`config.mk`:
```
export PLATFORM = sky130hd
export DESIGN_NAME = csv_tile_gid_decoder
export DESIGN_NICKNAME = d
export VERILOG_FILES = /design/src/hw/rtl/cgd_pkg.sv /design/src/hw/rtl/cgd_front.sv /design/src/hw/rtl/cgd_fifo.sv /design/src/hw/rtl/cgd_back.sv /design/src/hw/rtl/csv_tile_gid_decoder.sv
export SDC_FILE = /design/constraint.sdc
export NUM_CORES = 1
export LEC_CHECK = 0
export BUFFER_PORTS_ARGS = -buffer_cell sky130_fd_sc_hd__buf_2
export CAP_MARGIN = 30
export CORE_ASPECT_RATIO = 0.9
export CORE_MARGIN = 3
export CORE_UTILIZATION = 56
export CTS_CLUSTER_SIZE = 12
export DETAILED_ROUTE_END_ITERATION = 10
export PLACE_DENSITY = 0.72
export SLEW_MARGIN = 20
export SYNTH_ARGS = -nofsm -noshare
export SYNTH_HDL_FRONTEND = slang
export SYNTH_HIERARCHICAL = 1
export SYNTH_SLANG_ARGS = --single-unit
```
`constraint.sdc`:
```
create_clock -name clk -period 8.45 [get_ports clk]
set_clock_uncertainty 0.1 [all_clocks]
set_input_delay 0 -clock clk [delete_from_list [all_inputs] [get_ports clk]]
set_output_delay 0 -clock clk [all_outputs]
set_load 0.02 [all_outputs]
```
`src/hw/rtl/cgd_pkg.sv`:
```
// ----------------------------------------------------------------------------
// cgd_pkg
// Widths, codes and beat types shared by the tile decoder modules.
// ----------------------------------------------------------------------------
package cgd_pkg;

    localparam int VALUE_W      = 32;
    localparam int GID_W        = 29;
    localparam int POS_W        = 12;
    localparam int SET_INDEX_W  = 2;
    localparam int SET_COUNT_W  = 3;
    localparam int CFG_IDX_W    = 3;
    localparam int CFG_DATA_W   = 32;
    localparam int NUM_GID_REGS = 4;
    localparam int QUEUE_DEPTH  = 2;

    localparam int NUM_SETS_DEF = 4;
    localparam int MAX_DIM_DEF  = 4096;

    localparam int FLAG_H_BIT = 31;
    localparam int FLAG_V_BIT = 30;
    localparam int FLAG_D_BIT = 29;

    localparam logic [SET_COUNT_W-1:0] SET_COUNT_RESET = SET_COUNT_W'(1);
    localparam logic [GID_W-1:0]       FIRST_GID_RESET = GID_W'(1);

    localparam logic [CFG_IDX_W-1:0] REG_SET_COUNT   = CFG_IDX_W'(0);
    localparam logic [CFG_IDX_W-1:0] REG_FIRST_GID_0 = CFG_IDX_W'(1);

    localparam logic [7:0] CHAR_ZERO    = 8'h30;
    localparam logic [7:0] CHAR_NINE    = 8'h39;
    localparam logic [7:0] CHAR_COMMA   = 8'h2C;
    localparam logic [7:0] CHAR_NEWLINE = 8'h0A;

    typedef struct packed {
        logic       layer_start;
        logic [7:0] text_char;
    } char_beat_t;

    typedef struct packed {
        logic [POS_W-1:0]       tile_col;
        logic [POS_W-1:0]       tile_row;
        logic [SET_INDEX_W-1:0] set_index;
        logic [GID_W-1:0]       local_id;
        logic                   set_found;
        logic                   flip_horiz;
        logic                   flip_vert;
        logic                   flip_diag;
    } tile_beat_t;

    typedef struct packed {
        logic [VALUE_W-1:0] raw;
        logic [POS_W-1:0]   col;
        logic [POS_W-1:0]   row;
    } field_beat_t;

    typedef struct packed {
        logic full;
        logic avail;
    } q_status_t;

endpackage

```
`src/hw/rtl/cgd_front.sv`:
```
// ----------------------------------------------------------------------------
// cgd_front
// Character parser: builds field values, tracks row and column, and
// pushes one field beat per terminated nonblank field not 0 or all ones.
// ----------------------------------------------------------------------------
module cgd_front #(
    parameter int MAX_DIM = cgd_pkg::MAX_DIM_DEF
) (
    input  logic                 clk,
    input  logic                 rst_n,
    input  logic                 char_valid,
    input  cgd_pkg::char_beat_t  char_beat,
    input  cgd_pkg::q_status_t   q_status,
    output logic                 push,
    output cgd_pkg::field_beat_t push_beat
);
    import cgd_pkg::*;

    localparam int CNT_W = $clog2(MAX_DIM);
    localparam logic [CNT_W-1:0] CNT_MAX = CNT_W'(MAX_DIM - 1);

    logic [VALUE_W-1:0] accum_reg, accum_next;
    logic               seen_reg, seen_next;
    logic [CNT_W-1:0]   col_reg, col_next;
    logic [CNT_W-1:0]   row_reg, row_next;
    logic               accept;
    logic               due;
    logic [7:0]         digit;

    function automatic logic [CNT_W-1:0] sat_inc(input logic [CNT_W-1:0] v);
        return (v >= CNT_MAX) ? CNT_MAX : v + CNT_W'(1);
    endfunction

    assign accept = char_valid && !q_status.full;
    assign due    = seen_reg && (accum_reg != '0) && (accum_reg != '1);
    assign digit  = char_beat.text_char - CHAR_ZERO;

    assign push_beat.raw = accum_reg;
    assign push_beat.col = POS_W'(col_reg);
    assign push_beat.row = POS_W'(row_reg);

    always_comb
    begin
        accum_next = accum_reg;
        seen_next  = seen_reg;
        col_next   = col_reg;
        row_next   = row_reg;
        push       = 1'b0;
        if (accept)
        begin
            if (char_beat.layer_start)
            begin
                accum_next = '0;
                seen_next  = 1'b0;
                col_next   = '0;
                row_next   = '0;
            end
            else
            begin
                case (char_beat.text_char) inside
                    [CHAR_ZERO:CHAR_NINE]:
                    begin
                        accum_next = (accum_reg << 3) + (accum_reg << 1) + VALUE_W'(digit);
                        seen_next  = 1'b1;
                    end
                    CHAR_COMMA:
                    begin
                        push       = due;
                        accum_next = '0;
                        seen_next  = 1'b0;
                        col_next   = sat_inc(col_reg);
                    end
                    CHAR_NEWLINE:
                    begin
                        push       = due;
                        accum_next = '0;
                        seen_next  = 1'b0;
                        col_next   = '0;
                        row_next   = sat_inc(row_reg);
                    end
                    default:
                    begin
                    end
                endcase
            end
        end
    end

    always_ff @(posedge clk or negedge rst_n)
    begin
        if (!rst_n)
        begin
            accum_reg <= '0;
            seen_reg  <= 1'b0;
            col_reg   <= '0;
            row_reg   <= '0;
        end
        else
        begin
            accum_reg <= accum_next;
            seen_reg  <= seen_next;
            col_reg   <= col_next;
            row_reg   <= row_next;
        end
    end

endmodule

```
`src/hw/rtl/cgd_fifo.sv`:
```
// ----------------------------------------------------------------------------
// cgd_fifo
// Short queue of field beats between the parser and the tileset lookup.
// ----------------------------------------------------------------------------
module cgd_fifo (
    input  logic                 clk,
    input  logic                 rst_n,
    input  logic                 push,
    input  cgd_pkg::field_beat_t push_beat,
    input  logic                 pop,
    output cgd_pkg::field_beat_t head_beat,
    output cgd_pkg::q_status_t   q_status
);
    import cgd_pkg::*;

    localparam int PTR_W = (QUEUE_DEPTH > 1) ? $clog2(QUEUE_DEPTH) : 1;
    localparam int CNT_W = $clog2(QUEUE_DEPTH + 1);
    localparam logic [PTR_W-1:0] PTR_LAST = PTR_W'(QUEUE_DEPTH - 1);
    localparam logic [CNT_W-1:0] CNT_FULL = CNT_W'(QUEUE_DEPTH);

    field_beat_t      slot_reg [QUEUE_DEPTH];
    logic [PTR_W-1:0] wr_ptr_reg, wr_ptr_next;
    logic [PTR_W-1:0] rd_ptr_reg, rd_ptr_next;
    logic [CNT_W-1:0] count_reg, count_next;

    assign head_beat      = slot_reg[rd_ptr_reg];
    assign q_status.full  = (count_reg == CNT_FULL);
    assign q_status.avail = (count_reg != '0);

    always_comb
    begin
        wr_ptr_next = wr_ptr_reg;
        rd_ptr_next = rd_ptr_reg;
        count_next  = count_reg;
        if (push)
        begin
            wr_ptr_next = (wr_ptr_reg == PTR_LAST) ? '0 : wr_ptr_reg + PTR_W'(1);
        end
        if (pop)
        begin
            rd_ptr_next = (rd_ptr_reg == PTR_LAST) ? '0 : rd_ptr_reg + PTR_W'(1);
        end
        if (push && !pop)
        begin
            count_next = count_reg + CNT_W'(1);
        end
        else if (pop && !push)
        begin
            count_next = count_reg - CNT_W'(1);
        end
    end

    always_ff @(posedge clk)
    begin
        if (push)
        begin
            slot_reg[wr_ptr_reg] <= push_beat;
        end
    end

    always_ff @(posedge clk or negedge rst_n)
    begin
        if (!rst_n)
        begin
            wr_ptr_reg <= '0;
            rd_ptr_reg <= '0;
            count_reg  <= '0;
        end
        else
        begin
            wr_ptr_reg <= wr_ptr_next;
            rd_ptr_reg <= rd_ptr_next;
            count_reg  <= count_next;
        end
    end

endmodule

```
`src/hw/rtl/cgd_back.sv`:
```
// ----------------------------------------------------------------------------
// cgd_back
// Tileset registers, parallel first-id search and the tile output register.
// ----------------------------------------------------------------------------
module cgd_back #(
    parameter int NUM_SETS = cgd_pkg::NUM_SETS_DEF
) (
    input  logic                              clk,
    input  logic                              rst_n,
    input  logic                              cfg_valid,
    input  logic [cgd_pkg::CFG_IDX_W-1:0]     cfg_index,
    input  logic [cgd_pkg::CFG_DATA_W-1:0]    cfg_data,
    input  cgd_pkg::q_status_t                q_status,
    input  cgd_pkg::field_beat_t              head_beat,
    output logic                              pop,
    output logic                              tile_valid,
    input  logic                              tile_stall,
    output cgd_pkg::tile_beat_t               tile_beat
);
    import cgd_pkg::*;

    localparam int IDX_W = (NUM_SETS > 1) ? $clog2(NUM_SETS) : 1;

    logic [SET_COUNT_W-1:0] set_count_reg;
    logic [GID_W-1:0]       first_gid_reg [NUM_SETS];
    logic [GID_W:0]         diff [NUM_SETS];
    logic [GID_W-1:0]       gid;
    logic                   found;
    logic [IDX_W-1:0]       idx;
    logic [GID_W-1:0]       local_id;
    tile_beat_t             result;
    logic                   tile_valid_reg, tile_valid_next;
    tile_beat_t             tile_beat_reg;

    assign gid = head_beat.raw[GID_W-1:0];

    always_comb
    begin
        for (int i = 0; i < NUM_SETS; i++)
        begin
            diff[i] = {1'b0, gid} - {1'b0, first_gid_reg[i]};
        end
    end

    always_comb
    begin
        found    = 1'b0;
        idx      = '0;
        local_id = '0;
        for (int i = 0; i < NUM_SETS; i++)
        begin
            if ((set_count_reg > SET_COUNT_W'(i)) && !diff[i][GID_W])
            begin
                found    = 1'b1;
                idx      = IDX_W'(i);
                local_id = diff[i][GID_W-1:0];
            end
        end
    end

    always_comb
    begin
        result.tile_col   = head_beat.col;
        result.tile_row   = head_beat.row;
        result.set_index  = SET_INDEX_W'(idx);
        result.local_id   = local_id;
        result.set_found  = found;
        result.flip_horiz = head_beat.raw[FLAG_H_BIT];
        result.flip_vert  = head_beat.raw[FLAG_V_BIT];
        result.flip_diag  = head_beat.raw[FLAG_D_BIT];
    end

    assign pop = q_status.avail && (!tile_valid_reg || !tile_stall);

    always_comb
    begin
        if (pop)
        begin
            tile_valid_next = 1'b1;
        end
        else if (tile_stall)
        begin
            tile_valid_next = tile_valid_reg;
        end
        else
        begin
            tile_valid_next = 1'b0;
        end
    end

    always_ff @(posedge clk or negedge rst_n)
    begin
        if (!rst_n)
        begin
            set_count_reg <= SET_COUNT_RESET;
            for (int i = 0; i < NUM_SETS; i++)
            begin
                first_gid_reg[i] <= FIRST_GID_RESET;
            end
        end
        else if (cfg_valid)
        begin
            if (cfg_index == REG_SET_COUNT)
            begin
                set_count_reg <= cfg_data[SET_COUNT_W-1:0];
            end
            for (int i = 0; i < NUM_SETS; i++)
            begin
                if ((i < NUM_GID_REGS) && (cfg_index == REG_FIRST_GID_0 + CFG_IDX_W'(i)))
                begin
                    first_gid_reg[i] <= cfg_data[GID_W-1:0];
                end
            end
        end
    end

    always_ff @(posedge clk or negedge rst_n)
    begin
        if (!rst_n)
        begin
            tile_valid_reg <= 1'b0;
        end
        else
        begin
            tile_valid_reg <= tile_valid_next;
        end
    end

    always_ff @(posedge clk)
    begin
        if (pop)
        begin
            tile_beat_reg <= result;
        end
    end

    assign tile_valid = tile_valid_reg;
    assign tile_beat  = tile_beat_reg;

endmodule

```
`src/hw/rtl/csv_tile_gid_decoder.sv`:
```
// ----------------------------------------------------------------------------
// csv_tile_gid_decoder: CSV tile text to tile beats with tileset lookup
// Path: closing comma or newline beat, queue slot, tile output register.
// Throughput: 1 character per cycle until the 2-entry queue fills (char_stall).
// Reset: async active low; counters, queue and tile valid clear, registers 1.
// ----------------------------------------------------------------------------
module csv_tile_gid_decoder #(
    parameter int NUM_SETS = cgd_pkg::NUM_SETS_DEF,
    parameter int MAX_DIM  = cgd_pkg::MAX_DIM_DEF
) (
    input  logic                           clk,
    input  logic                           rst_n,
    input  logic                           char_valid,
    output logic                           char_stall,
    input  cgd_pkg::char_beat_t            char_beat,
    output logic                           tile_valid,
    input  logic                           tile_stall,
    output cgd_pkg::tile_beat_t            tile_beat,
    input  logic                           cfg_valid,
    output logic                           cfg_ready,
    input  logic [cgd_pkg::CFG_IDX_W-1:0]  cfg_index,
    input  logic [cgd_pkg::CFG_DATA_W-1:0] cfg_data
);
    import cgd_pkg::*;

    logic        push;
    logic        pop;
    field_beat_t push_beat;
    field_beat_t head_beat;
    q_status_t   q_status;

    assign char_stall = q_status.full;
    assign cfg_ready  = 1'b1;

    cgd_front #(
        .MAX_DIM (MAX_DIM)
    ) u_front (
        .clk        (clk),
        .rst_n      (rst_n),
        .char_valid (char_valid),
        .char_beat  (char_beat),
        .q_status   (q_status),
        .push       (push),
        .push_beat  (push_beat)
    );

    cgd_fifo u_fifo (
        .clk       (clk),
        .rst_n     (rst_n),
        .push      (push),
        .push_beat (push_beat),
        .pop       (pop),
        .head_beat (head_beat),
        .q_status  (q_status)
    );

    cgd_back #(
        .NUM_SETS (NUM_SETS)
    ) u_back (
        .clk        (clk),
        .rst_n      (rst_n),
        .cfg_valid  (cfg_valid),
        .cfg_index  (cfg_index),
        .cfg_data   (cfg_data),
        .q_status   (q_status),
        .head_beat  (head_beat),
        .pop        (pop),
        .tile_valid (tile_valid),
        .tile_stall (tile_stall),
        .tile_beat  (tile_beat)
    );

endmodule

```
==> impl_metrics.yaml <==
placement:
  pre_cts_ws_ps: 3590
  numPortBuffers: 106
  gp_congestion: 0.940
  place_hpwl_um: 43100
  dpl_cell_area_sq_um: 23700
final_layout:
  antenna_cells: 0
  fin_util: 0.639
  final_area_sq_um: 25400
  final_nets: 2611
  drive_above_1_share: 0.143
  largest_register_ffs: 116
  syn2layout_area_growth_pct: 11.7
die:
  fp.dieH_um: 197
  start_util: 0.572
  coreArea_sq_um: 39700
  dieArea_sq_um: 43000
  pin_count: 111
  rows: 69
  chipWidth_um: 218
timing:
  min_period_ps: 5000
  slew_headroom: 0.380
  fin_ws_ps: 3450
  setup_tns_ps: 0
  setup_viol: 0
  rsz0062_at_grt: "false"
  post-route-period-util: 0.592
  hold_violations: 0
  fmax_mhz: 200
  tightest_slew_ps: 927
  drv_slew: 0
drt:
  route.met2.wl_um: 27400
  wl_um: 59700
  drt_iter0_markers: 1520
  ant_nets: 0
  routedWlPerCell_um: 20.3
  drc: 0
  wl_met3_um: 4290
  vias_per_cell: 6.10
  wl_met1_um: 26700
  drtPass1Iterations: 5
  via_count: 17928
  top_layer: "met4"
synth:
  synth.most_common_cell: "nand2_1"
  ys_seq_area_frac: 0.426
  synth_ff_type: "dfrtp_1"
  muxShareOfSynthArea: 0.0519
  synthesis.area_sq_um: 22700
  synthXorXnorAreaFrac: 0.0444
  synth_common_cells: "nand2_1 (219), o21ai_0 (198), dfrtp_1 (176), ha_1 (176), edfxtp_1 (171)"
  synth_nets: 2491
  yosys.area_share.simple: 0.125
  yosys.area.top_type_share: 0.226
  synth_area_leader_cell: "edfxtp_1"
  synth_cell_types: 114
  synth_fa_ha_area_frac: 0.106
  synth.avg_cell_area_sq_um: 10.1
  postSynthCellCount: 2256
  ys_async_sr_fraction: 0.514
  synth_compound_area_frac: 0.200
  synth_area_leaders: "edfxtp_1 (23%), dfrtp_1 (19%), ha_1 (9.7%), o21ai_0 (4.4%), nand2_1 (3.6%)"
  synth-seq-cells: 352
  synth_top_family_by_area: "compound AO/OA/AOI/OAI gates"
  synth_edf_count: 171
  yosys_warnings: 6
hold_path:
  hp-start: "char_beat[7]"
  hp-class: "in2reg"
power:
  peakVddDrop_v: 0.000237
  p_sw_mw: 2.35
  p_int_mw: 3.99
  p_leak_nw: 11.1
  power_mw: 6.33
  pwr-share-seq: 0.355
  comb_power_share: 0.384
  power_density_nw_per_um2: 250
  netSwitchingFraction: 0.370
  power.share.clock: 0.261
worst_setup_path:
  cp-end-kind: "register"
  rr_startpoint: "u_fifo/rd_ptr_reg"
  cp_max_fo: 33
  required_ps: 8640
  crit_type: "reg2reg"
  worstSetupStartpoint: "u_fifo/rd_ptr_reg"
  worstPathArrival_ps: 5190
  worst_setup_path_start_kind: "register"
clocking:
  clk_pin_slew_worst_paths_ps: 60
  cts_tree: "built"
  clk_path_buf_depth: 3
  cts.sinks: 352
  htree_levels: 2
  ctsRootBufferMaster: "clkbuf_16"
  clk_latency_ps: 580
  numCtsBuffers: 39
grt:
  grt_pass1_wl_um: 93700
  grt_usage: 0.276
  grt-ovfl-total: 0
  grt_pass1_vias: 17382
  antenna_found_initial: 0
  grt_max_degree: 62
outcome:
  status: "finished clean"
job:
  max_cap_violations: 0
[metrics by stage]
stage                     hold slack, ps  instances
final                               44.8       2939
after global routing                89.8       2939
after CTS                           51.0       2939
after detailed placement           -49.4       2825
after global placement             -52.2       2824
after floorplan                     -396       2256
[power groups by stage]
stage / Combinational [mW] / Clock (mW) / Sequential (mW)
after floorplan: 1.63 / 0 / 2.43
after global placement: 2.32 / 0 / 2.28
after detailed placement: 2.36 / 0 / 2.28
after CTS: 2.40 / 1.69 / 2.25
after global routing: 2.65 / 1.76 / 2.28
final: 2.43 / 1.65 / 2.25
[routing by layer]
metal / vias to the layer above / track usage
li1: 8519 / -
met1: 8689 / 0.392
met2: 622 / 0.444
met3: 98 / 0.0478
met4: 0 / 0.0722
met5: - / 0
[logic make-up after synthesis]
kind of cell | count (synthesis)
buffers and inverters | 251
AND/OR/NAND/NOR | 578
AO/OA/AOI/OAI | 678
XOR/XNOR | 115
other | 1
multiplexers | 95
adder cells (fa/ha/maj) | 186
flip-flops | 352
[final timing paths]
kind / slack, ps / depth (start not counted) / endpoint
max: 3450 / 13 / u_back/tile_beat[24]
min: 40 / 5 / u_front/accum_reg[28]
max reg2reg: 3450 / 13 / u_back/tile_beat[24]
min reg2reg: 380 / 1 / u_fifo/count_reg[1]
max in group asynchronous: 6900 / 4 / u_front/accum_reg[26]
min in group asynchronous: 500 / 3 / u_back/first_gid_reg[0]
[layout by cell type, fill, tap and decap left out, types with 11 or more instances in the layout]
cell / netlist / final
nand2b_1: 12 / 12
and3_1: 16 / 16
o22ai_1: 11 / 11
xnor2_1: 57 / 57
a31oi_1: 24 / 24
ha_1: 176 / 176
o21ai_0: 198 / 198
nor2_1: 112 / 111
o211ai_1: 20 / 20
xor2_1: 58 / 58
mux2_2: 61 / 61
mux2_4: 30 / 30
o21a_1: 28 / 28
dlygate4sd3_1: 0 / 41
nand3b_1: 12 / 12
nor2b_1: 17 / 16
clkbuf_16: 0 / 39
nor4_1: 12 / 12
o21bai_1: 13 / 13
a211oi_1: 14 / 14
inv_1: 163 / 163
clkbuf_1: 45 / 14
dfrtp_1: 176 / 175
nand4_1: 40 / 40
nor3_1: 34 / 33
a21oi_1: 152 / 152
and2_1: 15 / 14
nand2_1: 219 / 219
a21o_1: 51 / 51
buf_2: 24 / 105
buf_4: 3 / 17
nand3_1: 39 / 39
a22o_1: 14 / 14
edfxtp_1: 171 / 171
o21ai_1: 15 / 15
[critical path: stages, from the launching register on]
cell	delay [ps]
dfrtp_2	870
mux2_4	390
inv_1	140
ha_1	220
inv_1	60
fa_1	430
a211oi_1	360
o211ai_1	250
a21oi_1	570
o211ai_1	240
a21oi_1	210
xnor2_1	90
a221oi_1	510
o22ai_1	230
[area by class of cell]
| cell class | instances | area, sq um |
|---|---|---|
| repair buffers | 166 | 1130 |
| multi-input cells | 1653 | 12000 |
| inverters | 164 | 616 |
| clock buffers | 57 | 1080 |
| fillers | 3212 | 14400 |
| well taps | 532 | 666 |
| flip-flops and latches | 352 | 9670 |
| clock inverters | 15 | 171 |
[timing repair]
| action | 4_1_cts | 5_1_grt |
|---|---|---|
| hold buffers | 42 | 0 |
| resized for setup | 0 | 0 |
| hold endpoints to repair | 229 | 0 |
| setup buffers | 0 | 0 |
Note: power is estimated with default switching activity, not from simulation.
